$ cat config.mk
export PLATFORM = sky130hd
export DESIGN_NAME = morse_character_encoder_flat
export DESIGN_NICKNAME = d
export VERILOG_FILES = /design/src/sv/mce_pkg.sv /design/src/sv/mce_char_if.sv /design/src/sv/mce_seg_if.sv /design/src/sv/mce_ctrl.sv /design/src/sv/mce_dp.sv /design/src/sv/morse_character_encoder.sv /design/src/flat_wrapper.sv
export SDC_FILE = /design/constraint.sdc
export NUM_CORES = 1
export LEC_CHECK = 0
export BUFFER_PORTS_ARGS = -buffer_cell sky130_fd_sc_hd__clkbuf_2
export CORE_ASPECT_RATIO = 1.75
export CORE_MARGIN = 5
export CORE_UTILIZATION = 53
export DETAILED_ROUTE_END_ITERATION = 10
export MAX_ROUTING_LAYER = met4
export PLACE_DENSITY_LB_ADDON = 0.05
export RECOVER_POWER = 100
export SLEW_MARGIN = 20
export SYNTH_ARGS = -nofsm -noshare
export SYNTH_HDL_FRONTEND = slang
export SYNTH_SLANG_ARGS = --single-unit
$ cat constraint.sdc
create_clock -name clk_i -period 2 [get_ports clk_i]
set_clock_uncertainty 0.2 [all_clocks]
set_input_delay 0 -clock clk_i [delete_from_list [all_inputs] [get_ports clk_i]]
set_output_delay 0 -clock clk_i [all_outputs]
set_load 0.02 [all_outputs]
$ cat src/sv/mce_pkg.sv
// Package for the Morse character encoder: types, constants and the code table.
`default_nettype none

package mce_pkg;

  // Segment lengths in time units
  localparam logic [2:0] UNITS_DOT        = 3'd1;
  localparam logic [2:0] UNITS_DASH       = 3'd3;
  localparam logic [2:0] UNITS_GAP        = 3'd1;
  localparam logic [2:0] UNITS_LETTER_END = 3'd2;
  localparam logic [2:0] UNITS_WORD       = 3'd4;

  // Character codes of interest
  localparam logic [7:0] CHAR_SPACE  = 8'h20;
  localparam logic [7:0] CHAR_ZERO   = 8'h30;
  localparam logic [7:0] CHAR_NINE   = 8'h39;
  localparam logic [7:0] CHAR_LOW_A  = 8'h61;
  localparam logic [7:0] CHAR_LOW_Z  = 8'h7a;
  localparam logic [5:0] DIGIT_BASE  = 6'd26;
  localparam int unsigned NUM_CODES  = 36;

  // Symbol count and dash mask, bit 0 is the first symbol
  typedef struct packed {
    logic [2:0] count;
    logic [4:0] dashes;
  } morse_code_t;

  // Entries 0..25 are a..z, entries 26..35 are 0..9
  localparam morse_code_t CODE_TABLE [NUM_CODES] = '{
    '{3'd2, 5'h02}, '{3'd4, 5'h01}, '{3'd4, 5'h05}, '{3'd3, 5'h01},
    '{3'd1, 5'h00}, '{3'd4, 5'h04}, '{3'd3, 5'h03}, '{3'd4, 5'h00},
    '{3'd2, 5'h00}, '{3'd4, 5'h0e}, '{3'd3, 5'h05}, '{3'd4, 5'h02},
    '{3'd2, 5'h03}, '{3'd2, 5'h01}, '{3'd3, 5'h07}, '{3'd4, 5'h06},
    '{3'd4, 5'h0b}, '{3'd3, 5'h02}, '{3'd3, 5'h00}, '{3'd1, 5'h01},
    '{3'd3, 5'h04}, '{3'd4, 5'h08}, '{3'd3, 5'h06}, '{3'd4, 5'h09},
    '{3'd4, 5'h0d}, '{3'd4, 5'h03},
    '{3'd5, 5'h1f}, '{3'd5, 5'h1e}, '{3'd5, 5'h1c}, '{3'd5, 5'h18},
    '{3'd5, 5'h10}, '{3'd5, 5'h00}, '{3'd5, 5'h01}, '{3'd5, 5'h03},
    '{3'd5, 5'h07}, '{3'd5, 5'h0f}
  };

  // Controller states
  typedef enum logic {
    ST_IDLE,
    ST_RUN
  } mce_state_e;

  // Controller to datapath
  typedef struct packed {
    logic load;
    logic emit;
  } mce_cmd_t;

  // Datapath to controller
  typedef struct packed {
    logic recognised;
    logic seg_last;
    logic out_free;
  } mce_sts_t;

endpackage

`default_nettype wire

$ cat src/sv/mce_char_if.sv
// Input channel: one character word per handshake.
`default_nettype none

interface mce_char_if;
  logic       valid;
  logic       ready;
  logic [7:0] char_code;

  modport source (output valid, output char_code, input ready);
  modport sink   (input valid, input char_code, output ready);
endinterface

`default_nettype wire

$ cat src/sv/mce_seg_if.sv
// Output channel: one lamp segment word per handshake.
`default_nettype none

interface mce_seg_if;
  logic       valid;
  logic       ready;
  logic       lamp_on;
  logic [2:0] length_units;
  logic       last_segment;

  modport source (output valid, output lamp_on, output length_units,
                  output last_segment, input ready);
  modport sink   (input valid, input lamp_on, input length_units,
                  input last_segment, output ready);
endinterface

`default_nettype wire

$ cat src/sv/mce_ctrl.sv
// Controller state machine: accepts a character and sequences its segments.
`default_nettype none

module mce_ctrl (
  input  logic              clk_i,
  input  logic              rst_ni,
  input  logic              in_valid_i,
  output logic              in_ready_o,
  input  mce_pkg::mce_sts_t sts_i,
  output mce_pkg::mce_cmd_t cmd_o
);
  import mce_pkg::*;

  mce_state_e state_q, state_d;

  // State register
  always_ff @(posedge clk_i or negedge rst_ni) begin
    if (!rst_ni) begin
      state_q <= ST_IDLE;
    end else begin
      state_q <= state_d;
    end
  end

  // Next state and commands
  always_comb begin
    state_d    = state_q;
    in_ready_o = 1'b0;
    cmd_o      = '0;
    unique case (state_q)
      ST_IDLE: begin
        in_ready_o = 1'b1;
        cmd_o.load = in_valid_i;
        // unrecognised codes give nothing: stay idle
        if (in_valid_i && sts_i.recognised) begin
          state_d = ST_RUN;
        end
      end
      ST_RUN: begin
        cmd_o.emit = sts_i.out_free;
        if (sts_i.out_free && sts_i.seg_last) begin
          state_d = ST_IDLE;
        end
      end
      default: state_d = ST_IDLE;
    endcase
  end

endmodule

`default_nettype wire

$ cat src/sv/mce_dp.sv
// Datapath: character decode, symbol shifter and output segment register.
`default_nettype none

module mce_dp (
  input  logic              clk_i,
  input  logic              rst_ni,
  input  logic [7:0]        char_code_i,
  input  logic              out_ready_i,
  input  mce_pkg::mce_cmd_t cmd_i,
  output mce_pkg::mce_sts_t sts_o,
  output logic              out_valid_o,
  output logic              lamp_on_o,
  output logic [2:0]        length_units_o,
  output logic              last_segment_o
);
  import mce_pkg::*;

  logic        is_space, is_letter, is_digit;
  logic [5:0]  code_idx;
  morse_code_t code;

  logic       space_q, space_d;
  logic       gap_q, gap_d;
  logic [2:0] remain_q, remain_d;
  logic [4:0] dashes_q, dashes_d;

  logic       seg_lamp;
  logic [2:0] seg_len;
  logic       seg_last;

  logic       out_valid_q, out_valid_d;
  logic       lamp_q;
  logic [2:0] len_q;
  logic       last_q;

  // Character decode and table lookup
  always_comb begin
    is_space  = (char_code_i == CHAR_SPACE);
    is_letter = (char_code_i >= CHAR_LOW_A) && (char_code_i <= CHAR_LOW_Z);
    is_digit  = (char_code_i >= CHAR_ZERO) && (char_code_i <= CHAR_NINE);
    if (is_letter) begin
      code_idx = 6'(char_code_i - CHAR_LOW_A);
    end else begin
      code_idx = DIGIT_BASE + 6'(char_code_i - CHAR_ZERO);
    end
    code = (is_letter || is_digit) ? CODE_TABLE[code_idx] : '0;
  end

  // Segment that goes out next
  always_comb begin
    if (space_q) begin
      seg_lamp = 1'b0;
      seg_len  = UNITS_WORD;
      seg_last = 1'b1;
    end else if (remain_q == 3'd0) begin
      seg_lamp = 1'b0;
      seg_len  = UNITS_LETTER_END;
      seg_last = 1'b1;
    end else if (!gap_q) begin
      seg_lamp = 1'b1;
      seg_len  = dashes_q[0] ? UNITS_DASH : UNITS_DOT;
      seg_last = 1'b0;
    end else begin
      seg_lamp = 1'b0;
      seg_len  = UNITS_GAP;
      seg_last = 1'b0;
    end
  end

  // Symbol sequencing: mark, then gap, then shift to the next symbol
  always_comb begin
    space_d  = space_q;
    gap_d    = gap_q;
    remain_d = remain_q;
    dashes_d = dashes_q;
    if (cmd_i.load) begin
      space_d  = is_space;
      gap_d    = 1'b0;
      remain_d = code.count;
      dashes_d = code.dashes;
    end else if (cmd_i.emit && !space_q && (remain_q != 3'd0)) begin
      if (gap_q) begin
        gap_d    = 1'b0;
        remain_d = remain_q - 3'd1;
        dashes_d = dashes_q >> 1;
      end else begin
        gap_d = 1'b1;
      end
    end
  end

  always_ff @(posedge clk_i or negedge rst_ni) begin
    if (!rst_ni) begin
      space_q  <= 1'b0;
      gap_q    <= 1'b0;
      remain_q <= 3'd0;
      dashes_q <= 5'd0;
    end else begin
      space_q  <= space_d;
      gap_q    <= gap_d;
      remain_q <= remain_d;
      dashes_q <= dashes_d;
    end
  end

  // Output word register
  assign out_valid_d = cmd_i.emit ? 1'b1 : (out_ready_i ? 1'b0 : out_valid_q);

  always_ff @(posedge clk_i or negedge rst_ni) begin
    if (!rst_ni) begin
      out_valid_q <= 1'b0;
    end else begin
      out_valid_q <= out_valid_d;
    end
  end

  always_ff @(posedge clk_i) begin
    if (cmd_i.emit) begin
      lamp_q <= seg_lamp;
      len_q  <= seg_len;
      last_q <= seg_last;
    end
  end

  // Status to the controller
  always_comb begin
    sts_o.recognised = is_space || is_letter || is_digit;
    sts_o.seg_last   = seg_last;
    sts_o.out_free   = !out_valid_q || out_ready_i;
  end

  assign out_valid_o    = out_valid_q;
  assign lamp_on_o      = lamp_q;
  assign length_units_o = len_q;
  assign last_segment_o = last_q;

endmodule

`default_nettype wire

$ cat src/sv/morse_character_encoder.sv
// Top level of the Morse character encoder.
// Takes one ASCII character word (a-z, 0-9 or space) and returns its Morse
// rendering as lamp segment words: a dot is lit for 1 unit, a dash for 3,
// each symbol is followed by 1 unit dark, and a letter or digit closes with
// a 2-unit dark segment flagged last; a space is a single 4-unit dark
// segment flagged last. Any other code is taken and yields no words. A
// character of n symbols gives 2n+1 words at one per cycle while the sink
// takes them; the segment sequencer loads one word per cycle into the single
// output register whenever that register is free or its word is being taken.
// The next character is accepted as soon as the last word of the current
// one has been loaded, while that word may still be waiting.
`default_nettype none

module morse_character_encoder (
  input  logic        clk_i,
  input  logic        rst_ni,
  mce_char_if.sink    char_i,
  mce_seg_if.source   seg_o
);
  import mce_pkg::*;

  mce_cmd_t cmd;
  mce_sts_t sts;

  // Controller
  mce_ctrl u_ctrl (
    .clk_i      (clk_i),
    .rst_ni     (rst_ni),
    .in_valid_i (char_i.valid),
    .in_ready_o (char_i.ready),
    .sts_i      (sts),
    .cmd_o      (cmd)
  );

  // Datapath
  mce_dp u_dp (
    .clk_i          (clk_i),
    .rst_ni         (rst_ni),
    .char_code_i    (char_i.char_code),
    .out_ready_i    (seg_o.ready),
    .cmd_i          (cmd),
    .sts_o          (sts),
    .out_valid_o    (seg_o.valid),
    .lamp_on_o      (seg_o.lamp_on),
    .length_units_o (seg_o.length_units),
    .last_segment_o (seg_o.last_segment)
  );

endmodule

`default_nettype wire

$ cat src/flat_wrapper.sv
// flat-port wrapper written by rule: the top's interface ports become plain ports
module morse_character_encoder_flat import mce_pkg::*;
  (clk_i, rst_ni, char_i_valid, char_i_char_code, char_i_ready, seg_o_valid, seg_o_lamp_on, seg_o_length_units, seg_o_last_segment, seg_o_ready);
  mce_char_if char_i_i ();
  mce_seg_if seg_o_i ();
  input  logic clk_i;
  input  logic rst_ni;
  input wire logic [$bits(char_i_i.valid)-1:0] char_i_valid;
  input wire logic [$bits(char_i_i.char_code)-1:0] char_i_char_code;
  output wire logic [$bits(char_i_i.ready)-1:0] char_i_ready;
  output wire logic [$bits(seg_o_i.valid)-1:0] seg_o_valid;
  output wire logic [$bits(seg_o_i.lamp_on)-1:0] seg_o_lamp_on;
  output wire logic [$bits(seg_o_i.length_units)-1:0] seg_o_length_units;
  output wire logic [$bits(seg_o_i.last_segment)-1:0] seg_o_last_segment;
  input wire logic [$bits(seg_o_i.ready)-1:0] seg_o_ready;
  assign char_i_i.valid = char_i_valid;
  assign char_i_i.char_code = char_i_char_code;
  assign char_i_ready = char_i_i.ready;
  assign seg_o_valid = seg_o_i.valid;
  assign seg_o_lamp_on = seg_o_i.lamp_on;
  assign seg_o_length_units = seg_o_i.length_units;
  assign seg_o_last_segment = seg_o_i.last_segment;
  assign seg_o_i.ready = seg_o_ready;
  morse_character_encoder u_core (.clk_i(clk_i), .rst_ni(rst_ni), .char_i(char_i_i), .seg_o(seg_o_i));
endmodule
==> results.json <==
{
  "dieWidth_um": 52.88,
  "die_h_um": 85.04,
  "met3_usage": 0.01757,
  "max_cap_violations": 0,
  "startpoint_type": "primary input",
  "min_path_cells": 5,
  "final_core_util": 0.8045,
  "initial_core_util": 0.5428,
  "synth.top_cell.area_share": 0.1761,
  "io_pins": 19,
  "rrSetupSlack_ns": 0.02,
  "fillers": 224,
  "tns_ns": -3.533,
  "drive_gt1_frac": 0.3793,
  "synth_cell_types": 48,
  "synth-edff-count": 5,
  "grt.overflow.total": 0,
  "pwr_density_cell_nw_per_um2": 616.7,
  "drt-total-wl_mm": 5.228,
  "nNetsFinal": 320,
  "worst_pin_slew_ns": 0.5515,
  "coreArea_sq_um": 3142,
  "use_met2": 0.4955,
  "grt_pass1_vias": 1993,
  "hold_end": "u_core.u_dp.space_q$_DFFE_PN0P_",
  "min_from": "char_i_char_code[6]",
  "finalSetupViolCount": 8,
  "async_flop_share": 0.7059,
  "maxSlewViolCount": 0,
  "drt_iter0_markers": 74,
  "clk_pin_slew_worst_paths_ns": 0.06,
  "post_synth_instance_area_sq_um": 1705,
  "rsz0062_at_grt": "yes",
  "track_usage": 0.2566,
  "finalCritPeriodShare": 1.292,
  "dp_slack_ns": -1.067,
  "multi_input_area_sq_um": 1279,
  "yosysTopAreaCell": "dfrtp_1",
  "dpl.cell_count": 319,
  "synth_cells": 211,
  "reg2regPathDepth": 9,
  "critPathSlowestCell": "or4_4",
  "hpwl_mm": 4.242,
  "htree_levels": 1,
  "grt_max_degree": 13,
  "synth_fp_nets": 240,
  "cpPeakStageDelay_ns": 0.44,
  "antenna_cells": 0,
  "ir_worst_vdd_v": 0.0003646,
  "finalWorstSetupSlack_ns": -0.5845,
  "clock_path_buffers": 2,
  "seq_area_frac_synth": 0.2641,
  "cts_tree": "built",
  "antenna_found_initial": 0,
  "outcome": "finished, violations left",
  "path_max_fanout": 5,
  "worstSetupEndpointType": "flop",
  "num_vias": 1905,
  "p_leak_nw": 1.165,
  "io_buffers": 18,
  "rr_startpoint": "u_core.u_dp.remain_q[0]$_DFFE_PN0P_",
  "power_mw": 1.559,
  "busiest_layer": "met2",
  "row_count": 27,
  "path_cells": "clkbuf_8 > inv_6 > ha_4 > or3b_4 > or3_4 > nand3_4 > mux2i_4 > inv_2 > ha_4 > inv_4 > nor3_2 > or4_4 > o2111ai_2 > o21ai_1",
  "worstSetupPathType": "primary input to flop",
  "synth-seq-cells": 17,
  "reg2reg_to": "u_core.u_dp.dashes_q[1]$_DFFE_PN0P_",
  "ys.flop_type": "dfrtp_1",
  "violations": "setup timing",
  "cts-root-buf": "clkbuf_8",
  "die-area_sq_um": 4497,
  "grt_first_pass_wirelength_mm": 8.700,
  "route.detailed.wl_per_inst_um": 15.70,
  "slew_headroom": 0.6311,
  "min_period_ns": 2.585,
  "dr.pass1.iters": 4,
  "critPathArrivalTime_ns": 2.51,
  "synthToLayoutAreaGrowth_pct": 48.20,
  "ant_nets": 0,
  "synth_area_leaders": "dfrtp_1 18%, ha_1 12%, edfxtp_1 8.8%, nand2_1 5.1%, mux2i_1 4.1%",
  "avgViaCountPerCell": 5.721,
  "hold_viol": 0,
  "crit_top_cell": "ha_4",
  "cp.required_ns": 1.93,
  "gp_congestion": 0.9659,
  "ys_warn_count": 0,
  "fmax_mhz": 386.9,
  "finalNonFillerCells": 333,
  "grt.met1_usage": 0.2372,
  "drc": 0,
  "hold_path_class": "primary input to flop",
  "clock-sinks": 17,
  "synth_area_per_cell_sq_um": 8.082,
  "numCtsBuffers": 3,
  "final-seq-area_sq_um": 450.4,
  "clk_latency_ns": 0.25
}
-- final cells by class --
class                      count  share of cell area
inverter                      17             0.03465
clock inverter                 1            0.001980
sequential                    17              0.1782
clock buffer                   3             0.01634
timing repair buffer          85              0.2416
multi-input combinational    167              0.5059
tap                           43             0.02129
-- flip-flops by register name, summed over array words and instances, names as in the netlist --
register                    count
u_core.u_dp.last_segment_o      1
u_core.u_dp.remain_q            3
u_core.u_ctrl.state_q           1
u_core.u_dp.space_q             1
u_core.u_dp.out_valid_o         1
u_core.u_dp.length_units_o      3
u_core.u_dp.lamp_on_o           1
u_core.u_dp.dashes_q            5
u_core.u_dp.gap_q               1
-- Yosys cell counts, drive strengths merged (2+ instances only) --
cell	count
buf	5
a211o	2
o21ai	12
clkbuf	5
nand4	3
o22ai	3
a31oi	6
ha	17
a21oi	9
and2	4
o2111ai	3
nand3	9
nor2	17
mux2	2
nand2	23
a31o	2
inv	17
edfxtp	5
nor2b	2
dfrtp	12
nor3	11
o211ai	2
xnor2	6
a311oi	3
mux2i	7
nand2b	4
a211oi	5
-- worst max path at each step --
stage / start / end / slack [ns]
6_report: char_i_char_code[0] / u_core.u_dp.dashes_q[3]$_DFFE_PN0P_ / -0.58
5_1_grt: char_i_char_code[0] / u_core.u_dp.dashes_q[3]$_DFFE_PN0P_ / -0.67
4_1_cts: char_i_char_code[0] / u_core.u_dp.dashes_q[3]$_DFFE_PN0P_ / -0.58
3_5_place_dp: char_i_char_code[1] / u_core.u_dp.dashes_q[3]$_DFFE_PN0P_ / -1.07
3_3_place_gp: char_i_char_code[1] / u_core.u_dp.dashes_q[3]$_DFFE_PN0P_ / -1.01
2_1_floorplan: char_i_char_code[1] / u_core.u_dp.dashes_q[3]$_DFFE_PN0P_ / -0.89
-- layout by cell type, fill, tap and decap left out, types with 9 or more instances in the layout --
master	n
buf_4	61
nand2_1	22
nor2_1	16
inv_1	13
ha_1	13
dfrtp_1	12
clkbuf_2	10
clkbuf_1	9
-- worst max-delay path: cells and delay by family --
kind                     cells  cell delay, ns
AND/OR/NAND/NOR              5            1.33
buffers and inverters        4            0.33
adder cells (fa/ha/maj)      2            0.31
multiplexers                 1            0.27
AO/OA/AOI/OAI                2            0.27
-- cell families after synthesis --
group / count (synthesis) / synth area share
buffers and inverters: 27 / 0.06676
adder cells (fa/ha/maj): 17 / 0.1247
flip-flops: 17 / 0.2641
AO/OA/AOI/OAI: 56 / 0.2260
multiplexers: 9 / 0.05649
XOR/XNOR: 6 / 0.03522
AND/OR/NAND/NOR: 79 / 0.2267
-- timing repair --
action | in CTS | in global routing
gates cloned | 0 | 0
hold buffers | 3 | 0
buffers inserted | 5 | 3
hold endpoints to repair | 14 | 0
pin swaps | 12 | 5
gates resized for setup | 18 | 11
endpoints found under the setup margin | 9 | 8
-- through the flow --
stage / cell area, sq um / hold WS (ns)
2_1_floorplan: 1767 / -0.4956
3_3_place_gp: 2288 / -0.3046
3_5_place_dp: 2288 / -0.3022
4_1_cts: 2489 / 0.02869
5_1_grt: 2527 / 0.03792
6_report: 2527 / 0.03407
-- metal layers --
layer,up-vias,part of all wire
li1,925,-
met1,900,0.35
met2,59,0.58
met3,21,0.037
met4,0,0.036
met5,-,0
-- report_power, final --
group          switching, mW  internal, mW
clock network          0.107         0.138
logic                  0.463         0.357
registers             0.0408         0.453
total                  0.611         0.948
Power figures use the tool's default switching activity.
